### config.mk
export PLATFORM = sky130hd
export DESIGN_NAME = lsm_best
export DESIGN_NICKNAME = d
export VERILOG_FILES = /design/src/rtl/lsm_pkg.sv /design/src/rtl/lsm_best.sv
export SDC_FILE = /design/constraint.sdc
export NUM_CORES = 1
export LEC_CHECK = 0
export ABC_CLOCK_PERIOD_IN_PS = 14400
export BUFFER_PORTS_ARGS = -buffer_cell sky130_fd_sc_hd__buf_4
export CAP_MARGIN = 20
export CORE_MARGIN = 1
export CORE_UTILIZATION = 50
export DETAILED_ROUTE_END_ITERATION = 8
export PLACE_DENSITY = 0.81
export SYNTH_ARGS = -nofsm -noshare
export SYNTH_HDL_FRONTEND = slang
export SYNTH_SLANG_ARGS = --single-unit
### constraint.sdc
create_clock -name clk_i -period 14.4 [get_ports clk_i]
set_input_delay 4.32 -clock clk_i [delete_from_list [all_inputs] [get_ports clk_i]]
set_output_delay 4.32 -clock clk_i [all_outputs]
set_load 0.005 [all_outputs]
### src/rtl/lsm_pkg.sv
// ----------------------------------------------------------------------------
// lsm_pkg
// shared constants, types and helpers for the largest square search
// ----------------------------------------------------------------------------
`default_nettype none

package lsm_pkg;

  localparam int MaxSide = 1024;
  localparam int ColW    = $clog2(MaxSide);
  localparam int SideW   = 11;
  localparam int PixW    = 8;
  localparam int PosW    = 10;

  localparam logic [PixW-1:0]  ValidByte = 8'd255;
  localparam logic [SideW-1:0] SideReset = 11'd800;

  typedef struct packed {
    logic [ColW-1:0] row;
    logic [ColW-1:0] col;
    logic            on_border;
    logic            final_pix;
  } pos_t;

  typedef struct packed {
    logic hit;
    pos_t pos;
  } stage_t;

  typedef struct packed {
    logic [SideW-1:0] side;
    logic [ColW-1:0]  row;
    logic [ColW-1:0]  col;
  } res_t;

  // last row or column index for a programmed side, clamped to the store depth
  function automatic logic [ColW-1:0] last_index(input logic [SideW-1:0] side);
    logic [ColW-1:0] idx;
    if (side == '0) begin
      idx = '0;
    end else if ({{(32-SideW){1'b0}}, side} > MaxSide) begin
      idx = ColW'(MaxSide - 1);
    end else begin
      idx = ColW'(side - 11'd1);
    end
    return idx;
  endfunction

endpackage

`default_nettype wire

### src/rtl/lsm_best.sv
// ----------------------------------------------------------------------------
// lsm_best
// min-plus-one recurrence and tracking of the best square
// ----------------------------------------------------------------------------
`default_nettype none

module lsm_best
  import lsm_pkg::*;
(
  input  logic             clk_i,
  input  logic             rst_ni,
  input  logic             restart_i,
  input  logic             adv_i,
  input  stage_t           stage_i,
  input  logic [SideW-1:0] below_i,
  output logic [SideW-1:0] side_o,
  output res_t             res_o
);

  logic [SideW-1:0] right_q;
  logic [SideW-1:0] diag_q;
  res_t             best_q;
  logic [SideW-1:0] m_ab;
  logic [SideW-1:0] m_abc;
  logic [SideW-1:0] s;

  always_comb begin
    m_ab  = (below_i < right_q) ? below_i : right_q;
    m_abc = (m_ab < diag_q) ? m_ab : diag_q;
    if (!stage_i.hit) begin
      s = '0;
    end else if (stage_i.pos.on_border) begin
      s = 11'd1;
    end else begin
      s = m_abc + 11'd1;
    end
  end

  always_comb begin
    res_o = best_q;
    if (s > best_q.side) begin
      res_o.side = s;
      res_o.row  = stage_i.pos.row;
      res_o.col  = stage_i.pos.col;
    end
  end

  always_ff @(posedge clk_i or negedge rst_ni) begin
    if (!rst_ni) begin
      right_q <= '0;
      diag_q  <= '0;
      best_q  <= '0;
    end else if (restart_i || (adv_i && stage_i.pos.final_pix)) begin
      right_q <= '0;
      diag_q  <= '0;
      best_q  <= '0;
    end else if (adv_i) begin
      right_q <= s;
      diag_q  <= below_i;
      best_q  <= res_o;
    end
  end

  assign side_o = s;

endmodule

`default_nettype wire

==> results of run 1 <==
## registers in the layout (all words and copies together), names as in the netlist
name	flops
best_q	31
diag_q	11
right_q	11
## kinds of logic (layout without fill, tap and decap cells)
family	count (synthesis)	after routing	synth area share, %
compound gates	121	121	24.3
simple gates	99	99	11.5
flops	53	53	34.2
buf+inv	48	176	5.22
mux	28	28	9.51
fa+ha+maj	32	32	10.3
xor+xnor	22	22	4.96
## worst paths after layout
| path | from | to | slack [ns] | depth (start not counted) |
|---|---|---|---|---|
| worst min-delay path | best_q[24] | best_q[24] | 0.50 | 1 |
| min in group asynchronous | rst_ni | diag_q[2] | 4.02 | 1 |
| worst max register to register | right_q[2] | best_q[11] | 7.74 | 33 |
| max in group asynchronous | rst_ni | diag_q[8] | 9.91 | 1 |
| worst min register to register | best_q[24] | best_q[24] | 0.50 | 1 |
| worst max-delay path | below_i[6] | res_o[11] | -0.01 | 32 |
## area by class of cell
type | instances | area [µm²]
fillers | 421 | 1720
clock inverters | 3 | 26.3
multi-input cells | 302 | 2770
clock buffers | 5 | 68.8
repair buffers | 134 | 1210
well taps | 99 | 124
inverters | 34 | 128
flip-flops and latches | 53 | 1330
## metal layers
metal,vias to the layer above,part of all wire [%],global-route usage (%)
li1,1736,-,-
met1,2043,37,39.1
met2,328,48,54.3
met3,89,8.7,4.65
met4,0,5.7,17.2
met5,-,0,0
## cell usage after synthesis, drive strengths merged
library cell and n:
nor4 1, a41oi 1, a22o 35, nor3b 1
nand3 14, o21ai 21, a31o 1, a211o 4
dfrtp 53, and4 1, xnor2 17, and2 2
nand2b 1, nor2b 2, clkbuf 9, and3 1
o31ai 1, o2bb2ai 7, inv 34, ha 32
buf 5, nand4 9, a31oi 2, o22ai 8
nor2 30, a21oi 21, mux2i 2, xor2 5
o2111ai 1, or3b 1, a211oi 8, a2111oi 1
a21o 3, nor3 4, mux2 26, a21boi 1
a32o 2, o21a 3, o32ai 1, nand2 32
## power by group
| group | switching, W | leakage [nW] | internal (W) |
|---|---|---|---|
| Sequential | 0.00000585 | 0.733 | 0.000155 |
| Clock | 0.0000585 | 0.0423 | 0.0000356 |
| Combinational | 0.000158 | 1.71 | 0.000181 |
## per-stage QoR
stage                     instances  hold slack [ns]
after floorplan                 403            0.450
after global placement          583            0.467
after detailed placement        584            0.474
after CTS                       624            0.504
after global routing            630            0.529
final                           630            0.503
## repair_timing
item / 4_1_cts / 5_1_grt
endpoints found under the setup margin: 30 / 32
gates cloned: 5 / 0
resized for setup: 36 / 71
setup buffers: 27 / 10
pin swaps: 21 / 45
## placed cells by master, fill, tap and decap left out, drive strengths merged, types with 3 or more instances in the layout
master	synthesis	layout
nor2	30	30
nand2	32	32
o22ai	8	8
clkbuf	9	5
o21a	3	3
ha	32	32
xnor2	17	17
dfrtp	53	53
a211oi	8	8
o2bb2ai	7	7
nand3	14	14
a21oi	21	21
inv	34	35
o21ai	21	21
nor3	4	4
mux2	26	26
xor2	5	5
a21o	3	3
nand4	9	9
a22o	35	35
buf	5	133
a211o	4	4
==> results.toml, run 1 <==
[run_status]
outcome = "complete, but fails checks"
violations = "setup timing"

[clock_network]
clkTransAtPathRegs_ns = 0.11
root_buffer = "clkbuf_8"
clkSinkCount = 53
cts_buffers = 5
cts_hold_buffers = 0
cts.path.max_buffers = 2
htreeDepth = 2
cts_tree = "built"
insertion_delay_ns = 0.32

[sta]
grt_setup_unrepaired = "true"
hold_violations = 0
fin_ws_ns = -0.0147
fin_worst_skew_ns = 0.0121
tns_ns = -0.0450
min_period_over_period_pct = 100
fmax_mhz = 69.4
slew_violations = 0
worst_pin_slew_ns = 0.757
maxSlewHeadroom_pct = 49.1
setup_violations = 8
finalCriticalPeriod_ns = 14.41

[global_routing]
grt_max_degree = 54
antenna_found_initial = 0
grt_pass1_wl_mm = 20.7
grt_usage_pct = 32.0
grt-ovfl-total = 0
first_global_vias = 4125

[logic_synthesis]
synth.cell_area_um2 = 3880
synth.top_cells.by_area = "dfrtp_1, ha_1, a22o_1, mux2_4, xnor2_1"
ys_types = 49
syn_avg_cell_area_um2 = 9.63
netlist.top_cell.by_area = "dfrtp_1"
syn_inst = 403
ys_warn_count = 0
synth_seq_area_share_pct = 34.2
synth_top_area_share_pct = 34.2
syn_nets = 473
synth_seq_cells = 53

[critical_path]
critPathKind = "primary input to primary output"
slowest_stage = "a211o_1"
worstPathArrival_ns = 10.09
cpLargestDelayFamily = "compound AO/OA/AOI/OAI gates"
cp_max_fo = 8
crit_top_cell = "a21oi_2"
cp-start-kind = "primary input"
critPathRequiredTime_ns = 10.08
cp-end-kind = "primary output"
cp.buffers_inverters = 6
max_stage_delay_ns = 0.35

[layout]
finish.instance_area_um2 = 5650
nNetsFinal = 600
syn2layout_area_growth_pct = 45.6
layout-drive-gt1-share_pct = 45.0
diodes = 0
fin_util_pct = 76.7

[drt]
wirelength_mm = 14.3
drc = 0
drt_iter0_drc = 375
via_per_inst = 6.66
ant_nets = 0
wl_per_cell_um = 22.7
first_pass_iters = 7
vias = 4196

[power]
p_leak_nw = 2.49
total_power_w = 0.000594
power_density_nw_per_um2 = 105
peakVddDrop_mv = 0.0991

[die]
die-height_um = 90.1
die_w_um = 90.1
io_pins = 80
core_area_um2 = 7370
start_util_pct = 52.7
rows = 31
design.die.area_um2 = 8120

[placement]
io_buffers = 79
pre_cts_slack_ns = -0.197
place_hpwl_mm = 7.76
gp_congestion = 0.914
postPlaceCellArea_um2 = 4690

[job]
cap_viol_max_count = 0

[worst_hold_path]
worstHoldPathType = "register to register"
Note: power is estimated with default switching activity, not from simulation.
==> run 2: changes to the inputs <==
--- a/config.mk
+++ b/config.mk
@@ -11,6 +11,7 @@
 export CORE_MARGIN = 1
 export CORE_UTILIZATION = 50
 export DETAILED_ROUTE_END_ITERATION = 8
+export GPL_TIMING_DRIVEN = 0
 export PLACE_DENSITY = 0.81
 export SYNTH_ARGS = -nofsm -noshare
 export SYNTH_HDL_FRONTEND = slang
==> constraint.sdc (replaced) <==
create_clock -name clk_i -period 14.4 [get_ports clk_i]
set_input_delay 4.32 -clock clk_i [delete_from_list [all_inputs] [get_ports clk_i]]
set_output_delay 4.32 -clock clk_i [all_outputs]
set_load 0.02 [all_outputs]
==> results.toml, run 2 (same netlist as run 1, synthesis figures left out) <==
[run_status]
violations = "setup timing"
outcome = "complete, but fails checks"

[global_routing]
antenna_found_initial = 0
grt_pass1_wl_mm = 19.8
grt_usage_pct = 30.4
grt-ovfl-total = 0
first_global_vias = 3937
grt_max_degree = 54

[power]
power_density_nw_per_um2 = 114
p_seq_share_pct = 24.9
p_sw_share_pct = 37.8
power_switching_w = 0.000244
p_comb_share_pct = 61.6
p_int_w = 0.000402
p_clk_share_pct = 13.5
peakVddDrop_mv = 0.112
p_leak_nw = 2.50

[placement]
place_hpwl_mm = 8.14
postPlaceCellArea_um2 = 4690
gp_congestion = 0.906
io_buffers = 79

[layout]
nNetsFinal = 599
top_register = "best_q"
regArea_um2 = 1330
n_fill_cell = 470
syn2layout_area_growth_pct = 45.8
largest_reg_flops = 31
final_cell_mix = "buf_4, dfrtp_1, buf_6"
final_common_cell = "buf_4"
layout-drive-gt1-share_pct = 42.0
finish.instance_area_um2 = 5660
fin_util_pct = 76.8
diodes = 0
multi_input_area_um2 = 2740
top_regs = "best_q: 31 flops, diag_q: 11 flops, right_q: 11 flops"

[drt]
wirelength_mm = 12.8
via_per_inst = 6.14
first_pass_iters = 5
drt_iter0_drc = 303
wl_per_cell_um = 20.4
drc = 0
vias = 3856
ant_nets = 0

[clock_network]
htreeDepth = 2
clkSinkCount = 53
insertion_delay_ns = 0.31
cts_buffers = 5
cts_tree = "built"
cts.path.max_buffers = 2
cts_hold_buffers = 0
clkTransAtPathRegs_ns = 0.10
root_buffer = "clkbuf_8"

[sta]
hold_slack_ns = 0.491
hold_violations = 0
fin_ws_ns = -0.269
tns_ns = -6.59
maxSlewHeadroom_pct = 48.6
fmax_mhz = 68.2
fin_worst_skew_ns = 0.00839
finalCriticalPeriod_ns = 14.67
grt_setup_unrepaired = "true"
min_period_over_period_pct = 102
setup_violations = 31
slew_violations = 0
worst_pin_slew_ns = 0.769

[die]
io_pins = 80
start_util_pct = 52.7
rows = 31
die-height_um = 90.1
core_area_um2 = 7370
die_w_um = 90.1
design.die.area_um2 = 8120

[worst_hold_path]
worstHoldPathType = "register to register"

[critical_path]
cp-end-kind = "primary output"
critPathKind = "primary input to primary output"
critPathRequiredTime_ns = 10.08
worstPathArrival_ns = 10.35
cp-start-kind = "primary input"
cp_max_fo = 5
max_stage_delay_ns = 0.44
slowest_stage = "a31oi_1"

[job]
cap_viol_max_count = 0
run 2: changes by cell type in the layout (fill, tap and decap cells not counted), sizes merged:
cell      before  now
buf          133  123
clkinvlp       2    0
inv           35   34
clkbuf         5   17
bufbuf         1    0
run 2: critical path: cells and delay by family:
family | cells | cell delay, ns
adders and majority gates | 3 | 0.94
AOI/OAI and AO/OA | 14 | 3.02
and+or+nand+nor | 5 | 0.53
buffers and inverters | 9 | 1.23
muxes | 1 | 0.31
run 2: worst paths after layout:
check | start | end | slack [ns] | depth (start not counted)
hold / removal | right_q[6] | right_q[6] | 0.49 | 2
min in group asynchronous | rst_ni | best_q[30] | 4.05 | 1
setup reg to reg | right_q[7] | best_q[22] | 7.56 | 33
hold reg to reg | right_q[6] | right_q[6] | 0.49 | 2
max in group asynchronous | rst_ni | diag_q[2] | 9.92 | 1
setup / recovery | below_i[10] | res_o[4] | -0.27 | 32
run 2: stage by stage:
stage / setup WS, ns / total power (W) / cells
CTS: -0.109 / 0.000597 / 613
global route: -0.424 / 0.000670 / 628
global placement: -1.01 / 0.000423 / 581
detailed placement: -1.13 / 0.000427 / 581
finish: -0.269 / 0.000646 / 628
floorplan: 0.00484 / 0.000345 / 403
run 2: power groups by stage:
stage               logic, W  clock network [W]  registers (W)
floorplan           0.000183                  0       0.000161
global placement    0.000260                  0       0.000163
detailed placement  0.000265                  0       0.000163
CTS                 0.000350          0.0000859       0.000160
global route        0.000416          0.0000926       0.000161
finish              0.000398          0.0000873       0.000161
run 2: repair_timing:
item | in CTS | in global routing
setup buffers | 22 | 14
resized for setup | 83 | 40
endpoints found under the setup margin | 31 | 31
pin swaps | 34 | 32
cloned | 3 | 1
run 2: final cells by class:
| type | count | area share, % |
|---|---|---|
| multi-input combinational | 302 | 48.4 |
| sequential | 53 | 23.4 |
| timing repair buffer | 120 | 19.7 |
| buffer | 13 | 2.45 |
| inverter | 34 | 2.34 |
| tap | 99 | 2.19 |
| clock buffer | 7 | 1.53 |
run 2: layer usage:
metal	global-route usage (%)	vias to the layer above	share of wire (%)
li1	-	1726	-
met1	37.0	1900	39
met2	55.0	184	52
met3	5.25	46	6.6
met4	8.06	0	2.6
met5	0	-	0
