## src/rtl/lsm_pkg.sv

```systemverilog
// ----------------------------------------------------------------------------
// lsm_pkg
// shared constants, types and helpers for the largest square search
// ----------------------------------------------------------------------------
`default_nettype none

package lsm_pkg;

  localparam int MaxSide = 1024;
  localparam int ColW    = $clog2(MaxSide);
  localparam int SideW   = 11;
  localparam int PixW    = 8;
  localparam int PosW    = 10;

  localparam logic [PixW-1:0]  ValidByte = 8'd255;
  localparam logic [SideW-1:0] SideReset = 11'd800;

  typedef struct packed {
    logic [ColW-1:0] row;
    logic [ColW-1:0] col;
    logic            on_border;
    logic            final_pix;
  } pos_t;

  typedef struct packed {
    logic hit;
    pos_t pos;
  } stage_t;

  typedef struct packed {
    logic [SideW-1:0] side;
    logic [ColW-1:0]  row;
    logic [ColW-1:0]  col;
  } res_t;

  // last row or column index for a programmed side, clamped to the store depth
  function automatic logic [ColW-1:0] last_index(input logic [SideW-1:0] side);
    logic [ColW-1:0] idx;
    if (side == '0) begin
      idx = '0;
    end else if ({{(32-SideW){1'b0}}, side} > MaxSide) begin
      idx = ColW'(MaxSide - 1);
    end else begin
      idx = ColW'(side - 11'd1);
    end
    return idx;
  endfunction

endpackage

`default_nettype wire

```

## src/rtl/lsm_scan_ctrl.sv

```systemverilog
// ----------------------------------------------------------------------------
// lsm_scan_ctrl
// side register and reverse raster position counters
// ----------------------------------------------------------------------------
`default_nettype none

module lsm_scan_ctrl
  import lsm_pkg::*;
(
  input  logic             clk_i,
  input  logic             rst_ni,
  input  logic             cfg_we_i,
  input  logic [SideW-1:0] cfg_wdata_i,
  input  logic             step_i,
  output pos_t             pos_o
);

  logic [SideW-1:0] side_q;
  logic [ColW-1:0]  row_q, row_d;
  logic [ColW-1:0]  col_q, col_d;
  logic [ColW-1:0]  last;

  assign last = last_index(side_q);

  always_comb begin
    row_d = row_q;
    col_d = col_q;
    if (cfg_we_i) begin
      row_d = last_index(cfg_wdata_i);
      col_d = last_index(cfg_wdata_i);
    end else if (step_i) begin
      if (col_q != '0) begin
        col_d = col_q - 1'b1;
      end else if (row_q != '0) begin
        row_d = row_q - 1'b1;
        col_d = last;
      end else begin
        row_d = last;
        col_d = last;
      end
    end
  end

  always_ff @(posedge clk_i or negedge rst_ni) begin
    if (!rst_ni) begin
      side_q <= SideReset;
      row_q  <= last_index(SideReset);
      col_q  <= last_index(SideReset);
    end else begin
      if (cfg_we_i) begin
        side_q <= cfg_wdata_i;
      end
      row_q <= row_d;
      col_q <= col_d;
    end
  end

  assign pos_o.row       = row_q;
  assign pos_o.col       = col_q;
  assign pos_o.on_border = (row_q == last) || (col_q == last);
  assign pos_o.final_pix = (row_q == '0) && (col_q == '0);

endmodule

`default_nettype wire

```

## config.mk

```make
export PLATFORM = sky130hd
export DESIGN_NAME = lsm_scan_ctrl
export DESIGN_NICKNAME = d
export VERILOG_FILES = /design/src/rtl/lsm_pkg.sv /design/src/rtl/lsm_scan_ctrl.sv
export SDC_FILE = /design/constraint.sdc
export NUM_CORES = 1
export LEC_CHECK = 0
export BUFFER_PORTS_ARGS = -buffer_cell sky130_fd_sc_hd__buf_2
export CAP_MARGIN = 20
export CELL_PAD_IN_SITES_DETAIL_PLACEMENT = 2
export CELL_PAD_IN_SITES_GLOBAL_PLACEMENT = 2
export CORE_MARGIN = 2
export CORE_UTILIZATION = 34
export CTS_CLUSTER_SIZE = 28
export DETAILED_ROUTE_END_ITERATION = 10
export PLACE_DENSITY = 0.82
export RECOVER_POWER = 50
export SLEW_MARGIN = 0
export SYNTH_ARGS = -nofsm -noshare
export SYNTH_HDL_FRONTEND = slang
export SYNTH_SLANG_ARGS = --single-unit
```

## constraint.sdc

```tcl
create_clock -name clk_i -period 3.5 [get_ports clk_i]
set_input_delay 0.35 -clock clk_i [delete_from_list [all_inputs] [get_ports clk_i]]
set_output_delay 0.35 -clock clk_i [all_outputs]
set_load 0.02 [all_outputs]
```

==> flow_summary.toml, run 1 <==
[synth]
yosys_warnings = 0
yosysUniqueCellTypes = 64
synthAdderAreaFrac = 0.0172
synth_xor_xnor_area_share = 0.0845
synth_flop_cell = "dfstp_2"
ys_seq_area_frac = 0.275
synth_top_area_frac = 0.154
synth_top_family_by_area = "compound AO/OA/AOI/OAI gates"
synthTopCellsByArea = "dfstp_2 (15%), dfrtp_1 (12%), xnor2_1 (6.0%)"
netlist_area_um2 = 2900
syn_nets = 389
synth_compound_area_frac = 0.288
synthArstFlopShare = 1.00
yosys-mux-area-fraction = 0.0410
avgSynthCellArea_um2 = 7.84
synth_largest_area_cell = "dfstp_2"
synthCells = 370
ys_ff_latch = 31
synthSimpleGateAreaFrac = 0.233
synth-edff-count = 0

[worst_setup_path]
cp-start-kind = "flop"
critPathCaptureType = "output port"
cp_top_family = "simple AND/OR/NAND/NOR gates"
regToRegSetupSlack_ps = 720
slowest_stage = "or4_4"
critPathBufInv = 1
r2r_end = "col_q[5]"
crit_fanout = 8
r2r_cells = 8
max_stage_delay_ps = 600
critPathRequiredTime_ps = 3150
crit_arrival_ps = 3000
r2r-start = "col_q[1]"
critical_path_class = "flop to output port"
path_cells = "or4_4, or3_4, or4_1, o31ai_1, a22o_1, nand4_1, o32ai_2, buf_4"

[global_routing]
grt_overflow = 0
grt_pass1_wl_mm = 18.4
antenna_found_initial = 0
grt_max_degree = 32
grt_pass1_vias = 3207
grt_use_total = 0.265

[detailed_routing]
ant_nets = 0
drt-total-wl_mm = 11.8
wl_per_cell_um = 23.5
drt_iter0_markers = 146
vias = 3082
via_per_inst = 6.10
first_pass_iters = 4
drc_errors = 0

[place]
dp_hpwl_mm = 8.91
port_buffers = 36
place_congestion = 0.848

[timing]
fmax_ghz = 0.298
worst_slew_pin_slew_ps = 1860
finalCritPeriodShare = 0.957
finalHoldViolCount = 0
slew_violations = 32
final.setup.tns_ps = 0
relSlewSlack = -0.237
rsz0062_at_grt = "no"
period_needed_ps = 3350
setup_violations = 0
clock_skew_ps = 7.92

[clocking]
numCtsBuffers = 5
cts_tree = "done"
h-tree-depth = 2
cts.sinks = 31
clk_latency_ps = 290
cts-root-buf = "clkbuf_8"
cts_max_path_buffers = 2
hold_buffers = 0
clkTransAtPathRegs_ps = 80

[layout]
final_cell_mix = "nor2_1 (40), buf_2 (33), a21oi_1 (31), nand2_1 (26), xnor2_1 (20)"
syn_to_final_growth_pct = 13.9
final_common_cell = "nor2_1"
fin_nets = 418
drive_gt1_frac = 0.238
n_antenna_cell = 0
fin_util = 0.400

[flow_run]
max_cap_violations = 1

[die]
die_x_um = 96.4
boundaryPins = 37
die_area_um2 = 9290
rows = 33
fp.dieH_um = 96.4
initial_utilization = 0.351
core_um2 = 8260

[pwr]
finalPower_w = 0.00135
cellLeakagePower_nw = 1.27
ir_worst_vdd_v = 0.000192
power.density_nw_per_um2 = 408

[min_path]
worstHoldPathType = "input pin to flop"
hold_end = "side_q[8]"
hold_depth = 3
min_from = "cfg_wdata_i[8]"

[run_status]
status = "finished with violations"
violations = "max-capacitance violations, max-slew violations"
cell type report:
class                      instances  area, um^2
clock buffer                       7        96.3
timing repair buffer              50         278
tap                              105         131
sequential                        31         800
multi-input combinational        297        1940
clock inverter                     1        7.51
fill                             989        4950
inverter                          14        52.6
routing by layer:
layer / wire length (um) / global-route usage / vias up
li1: - / - / 1414
met1: 5360 / 0.361 / 1588
met2: 5830 / 0.453 / 68
met3: 443 / 0.0248 / 12
met4: 219 / 0.0657 / 0
met5: 0 / 0 / -
cells by family (layout without fill, tap and decap cells):
group	count (synthesis)	after routing
fa+ha+maj	4	4
buf+inv	42	72
xor+xnor	28	28
flops	31	31
simple gates	132	132
compound gates	122	122
mux	11	11
metrics by stage:
step	area, um^2	hold slack, ps	std cells	setup WS, ps
global route	3300	384	505	14.7
global placement	3170	451	494	288
finish	3300	360	505	149
CTS	3300	133	504	13.8
floorplan	2900	54.4	370	511
detailed placement	3170	450	494	191
report_power, final:
| part | switching [W] | total [W] | internal, W |
|---|---|---|---|
| Clock | 0.000150 | 0.000329 | 0.000179 |
| Combinational | 0.000293 | 0.000487 | 0.000194 |
| Sequential | 0.000111 | 0.000532 | 0.000421 |
| Total | 0.000555 | 0.00135 | 0.000794 |
cell usage after synthesis (3+ instances only):
cell type	number
a2bb2oi_1	3
or4_1	3
and2_1	3
a211o_1	4
nand3_1	5
buf_6	3
ha_1	4
xnor2_1	20
inv_1	14
o21ai_1	4
nand2b_1	4
or3_1	7
xor2_1	8
o21bai_1	6
mux2_2	7
nand2_1	26
dfstp_2	17
mux2i_1	4
nor4_1	9
nor2b_1	3
or2_2	3
dfrtp_1	14
a211oi_1	3
o21ai_0	19
nor4b_1	3
o31ai_1	9
nor2_1	40
a21oi_1	31
nand4_1	3
a31oi_1	8
o22a_1	6
a22oi_1	3
nor3_1	11
clkbuf_1	24
sequential cells by signal (all words and copies together) (netlist names):
name and flops:
side_q 11, col_q 10, row_q 10
how the worst max path moves through the flow:
| stage | cells past startpoint | end | from |
|---|---|---|---|
| 2_1_floorplan | 9 | pos_o[1] | side_q[0] |
| 3_3_place_gp | 10 | pos_o[1] | side_q[0] |
| 3_5_place_dp | 10 | pos_o[1] | side_q[0] |
| 4_1_cts | 10 | pos_o[1] | side_q[0] |
| 5_1_grt | 8 | pos_o[1] | side_q[6] |
| 6_report | 8 | pos_o[1] | side_q[4] |
tightest hold or removal path, cell delays in order:
cell and delay [ps]:
buf_2 150, nand2_1 70, o21ai_0 70
what timing repair did:
action	in CTS	in global routing
pin swaps	1	1
cloned	0	0
setup endpoints to repair	1	1
setup buffers	2	1
resized for setup	4	4
hold endpoints to repair	0	0
No activity file was read; power rests on OpenSTA's default activity.
==> run 2: changes to the inputs <==
CTS_BUF_LIST = sky130_fd_sc_hd__clkbuf_16   (was unset)
==> flow_summary.toml, run 2 (synthesis results as in run 1) <==
[run_status]
status = "finished with violations"
violations = "max-capacitance violations, max-slew violations"

[detailed_routing]
via_per_inst = 6.15
vias = 3100
first_pass_iters = 4
drt_iter0_markers = 128
drt-total-wl_mm = 12.0
drc_errors = 0
wl_per_cell_um = 23.8
ant_nets = 0

[layout]
syn_to_final_growth_pct = 15.0
final_cells = 504
n_antenna_cell = 0
final_cell_mix = "nor2_1 (40), buf_2 (33), a21oi_1 (31), nand2_1 (26), xnor2_1 (20)"
largest_reg_flops = 11
regMostFlops = "side_q"
drive_gt1_frac = 0.231
reg_top3 = "side_q (11), col_q (10), row_q (10)"
fin_nets = 417
final.fill_count = 996
seqCellArea_um2 = 798
final_common_cell = "nor2_1"
multiInputGateArea_um2 = 1940

[die]
boundaryPins = 37
die_area_um2 = 9290
die_x_um = 96.4
rows = 33
fp.dieH_um = 96.4
core_um2 = 8260
initial_utilization = 0.351

[global_routing]
grt_max_degree = 32
antenna_found_initial = 0
grt_pass1_vias = 3255
grt_pass1_wl_mm = 18.6
grt_overflow = 0
grt_use_total = 0.270

[worst_setup_path]
startpoint = "side_q[0]"
cp-start-kind = "flop"
critical_path_class = "flop to output port"
critPathCaptureType = "output port"
crit_arrival_ps = 3010
crit_fanout = 8
regToRegSetupSlack_ps = 670
r2r-start = "col_q[1]"
critPathRequiredTime_ps = 3150

[clocking]
cts_tree = "done"
cts_max_path_buffers = 2
numCtsBuffers = 5
cts-root-buf = "clkbuf_16"
cts.sinks = 31
h-tree-depth = 2
clkTransAtPathRegs_ps = 60
clk_latency_ps = 280

[min_path]
min_from = "cfg_wdata_i[8]"
worstHoldPathType = "input pin to flop"

[place]
place_congestion = 0.848
dp_hpwl_mm = 8.91
port_buffers = 36
placed_cells = 494

[timing]
period_needed_ps = 3360
final.setup.tns_ps = 0
clock_skew_ps = 5.73
rsz0062_at_grt = "no"
relSlewSlack = -0.174
timing.hold.ws_ps = 357
finalCritPeriodShare = 0.961
finalHoldViolCount = 0
slew_violations = 32
worst_slew_pin_slew_ps = 1760
setup_violations = 0
fmax_ghz = 0.297

[pwr]
ir_worst_vdd_v = 0.000185
cellLeakagePower_nw = 1.29
power.density_nw_per_um2 = 434

[flow_run]
max_cap_violations = 1
==> run 2: cell count changes in the layout (fill, tap and decap cells not counted) <==
cell and change:
dfrtp_1 +1, clkbuf_8 -7, dfrtp_2 -1, clkbuf_16 +5
clkinv_1 +2, clkbuf_1 -1
==> run 2: metal layers <==
metal / up-vias / share of wire / global-route usage
li1: 1413 / - / -
met1: 1588 / 0.45 / 0.369
met2: 72 / 0.48 / 0.442
met3: 27 / 0.036 / 0.0248
met4: 0 / 0.034 / 0.106
met5: - / 0 / 0
==> run 2: final timing paths <==
kind                              to  cells after the start
setup / recovery            pos_o[1]                     10
hold / removal             side_q[8]                      3
setup reg to reg            col_q[5]                      8
hold reg to reg             col_q[2]                      2
max in group asynchronous  side_q[0]                      1
min in group asynchronous   col_q[7]                      1
==> run 2: critical path, cell delays in order (launching register included) <==
cell     delay (ps)
dfrtp_2         460
inv_2           100
ha_4            170
or3b_4          410
or3_4           400
or4_1           420
o31ai_1          80
a22o_1          180
nand4_1         120
o32ai_2         220
buf_4           180
==> run 2: area by class of cell <==
cell class	instances	area share
clock buffer	5	0.0375
inverter	14	0.0158
multi-input combinational	297	0.581
sequential	31	0.239
clock inverter	3	0.00450
tap	105	0.0394
timing repair buffer	49	0.0821
==> run 2: per-stage QoR <==
stage / instance area, um^2 / setup slack [ps] / total power (W) / util
after floorplan: 2900 / 511 / 0.000822 / -
after global placement: 3170 / 288 / 0.000978 / 0.384
after detailed placement: 3170 / 191 / 0.00100 / 0.384
after CTS: 3330 / 26.8 / 0.00144 / 0.403
after global routing: 3340 / 7.72 / 0.00151 / 0.404
final: 3340 / 135 / 0.00145 / 0.404
==> run 2: where the power goes <==
group          total (W)  internal (W)  switching [W]
logic           0.000485      0.000194       0.000292
registers       0.000536      0.000421       0.000115
clock network   0.000425      0.000258       0.000167
total            0.00145      0.000873       0.000573
==> run 2: timing repair <==
action                     4_1_cts  5_1_grt
pin swaps                        1        1
buffers inserted                 2        0
resized for setup                4        3
setup endpoints to repair        1        1
hold buffers                     0        0
==> run 3: changes to the inputs <==
CORE_MARGIN = 4   (was 2)
PLACE_DENSITY = 0.8   (was 0.82)
==> flow_summary.toml, run 3 (synthesis results as in run 1) <==
[worst_setup_path]
critPathRequiredTime_ps = 3150
crit_path_frequent_cell = "buf_4"
r2r_end = "row_q[5]"
critPathCaptureType = "output port"
regToRegSetupSlack_ps = 710
crit_fanout = 6
r2r_cells = 8
startpoint = "side_q[6]"
critical_path_class = "flop to output port"
cp-start-kind = "flop"
max_stage_delay_ps = 600
r2r-start = "side_q[6]"
path_cells = "or4_4, buf_4, nor3_2, buf_4, a2bb2oi_1, o211a_1, nand4_1, o32ai_2, buf_4"
slowest_stage = "or4_4"
crit_arrival_ps = 3110

[run_status]
violations = "max-capacitance violations, max-slew violations"
status = "finished with violations"

[pwr]
ir_worst_vdd_v = 0.000221
cellLeakagePower_nw = 1.34
finalPower_w = 0.00163
power.density_nw_per_um2 = 472

[timing]
setup_ws_ps = 36.8
rsz0062_at_grt = "yes"
slew_violations = 69
finalCritPeriodShare = 0.989
setup_violations = 0
fmax_ghz = 0.289
worst_slew_pin_slew_ps = 1800
finalHoldViolCount = 0
period_needed_ps = 3460
clock_skew_ps = 3.61
relSlewSlack = -0.202

[clocking]
cts-root-buf = "clkbuf_16"
cts_tree = "done"
cts_max_path_buffers = 2
h-tree-depth = 2
cts.sinks = 31
clk_latency_ps = 290
numCtsBuffers = 5
clkTransAtPathRegs_ps = 60

[layout]
syn_to_final_growth_pct = 19.2
drive_gt1_frac = 0.259
regMostFlops = "side_q"
fin_util = 0.419
fin_nets = 423
final.fill_count = 963
final_common_cell = "nor2_1"
final_cell_mix = "nor2_1 (40), buf_2 (33), a21oi_1 (31), nand2_1 (26), xnor2_1 (20)"
reg_top3 = "side_q (11), col_q (10), row_q (10)"
largest_reg_flops = 11
n_antenna_cell = 0

[global_routing]
grt_max_degree = 37
grt_use_total = 0.255
grt_overflow = 0
grt_pass1_wl_mm = 19.8
antenna_found_initial = 0
grt_pass1_vias = 3432

[die]
initial_utilization = 0.351
fp.dieH_um = 100
die_area_um2 = 10100
die_x_um = 100
rows = 33
boundaryPins = 37
core_um2 = 8260

[detailed_routing]
vias = 3148
wl_per_cell_um = 25.2
first_pass_iters = 4
ant_nets = 0
drc_errors = 0
drt_iter0_markers = 160
drt-total-wl_mm = 12.9
via_per_inst = 6.17

[flow_run]
max_cap_violations = 2

[place]
dp_hpwl_mm = 8.82
port_buffers = 36
place_congestion = 0.911
dp_slack_ps = 204

[min_path]
hold_end = "side_q[1]"
min_from = "cfg_wdata_i[1]"
worstHoldPathType = "input pin to flop"
hold_depth = 3
run 3: cell count changes in the layout (fill, tap and decap cells not counted), moves of 2 or more:
cell	delta
bufinv_16	+2
dfrtp_1	-2
dfrtp_2	+2
clkinv_1	-2
buf_4	+6
o31ai_1	-2
run 3: how the worst max path moves through the flow:
stage	end	slack [ps]	cells past startpoint
after CTS	pos_o[1]	20	10
after global routing	pos_o[1]	-80	11
final	pos_o[1]	40	9
after floorplan	pos_o[1]	510	9
after global placement	pos_o[1]	320	10
after detailed placement	pos_o[1]	200	10
run 3: metrics by stage:
| stage | setup TNS, ps | cell area [um^2] | hold WS (ps) | cells |
|---|---|---|---|---|
| floorplan | 0 | 2900 | 54.4 | 370 |
| global placement | 0 | 3170 | 444 | 494 |
| detailed placement | 0 | 3170 | 443 | 494 |
| CTS | 0 | 3380 | 149 | 504 |
| global route | -81.0 | 3460 | 374 | 510 |
| finish | 0 | 3460 | 355 | 510 |
run 3: power by group:
group | total [W] | internal, W | switching [W]
registers | 0.000535 | 0.000422 | 0.000113
clock network | 0.000582 | 0.000408 | 0.000174
logic | 0.000517 | 0.000202 | 0.000315
total | 0.00163 | 0.00103 | 0.000602
run 3: per-layer routing:
| metal | vias to the layer above | GRT usage | wire (um) | part of all wire |
|---|---|---|---|---|
| met5 | - | 0 | 0 | 0 |
| met4 | 0 | 0.0767 | 324 | 0.025 |
| met3 | 27 | 0.0320 | 504 | 0.039 |
| met2 | 84 | 0.441 | 6450 | 0.50 |
| met1 | 1608 | 0.329 | 5590 | 0.43 |
| li1 | 1429 | - | - | - |
run 3: timing repair:
item / CTS / global route
hold buffers: 0 / 0
pin swaps: 1 / 5
setup buffers: 2 / 6
gates resized for setup: 3 / 10
setup endpoints to repair: 1 / 1
run 3: area by class of cell:
| class | count | area [um^2] | share of cell area |
|---|---|---|---|
| multi-input cells | 297 | 1960 | 0.567 |
| clock buffers | 5 | 125 | 0.0362 |
| clock inverters | 3 | 67.6 | 0.0195 |
| inverters | 14 | 52.6 | 0.0152 |
| repair buffers | 55 | 319 | 0.0923 |
| flip-flops and latches | 31 | 801 | 0.232 |
| well taps | 105 | 131 | 0.0380 |
run 3: critical path: cells and delay by family, from the launching register on:
family	cells	cell delay [ps]
AOI/OAI and AO/OA	3	760
buffers and inverters	3	580
DFF	1	440
and+or+nand+nor	3	1050
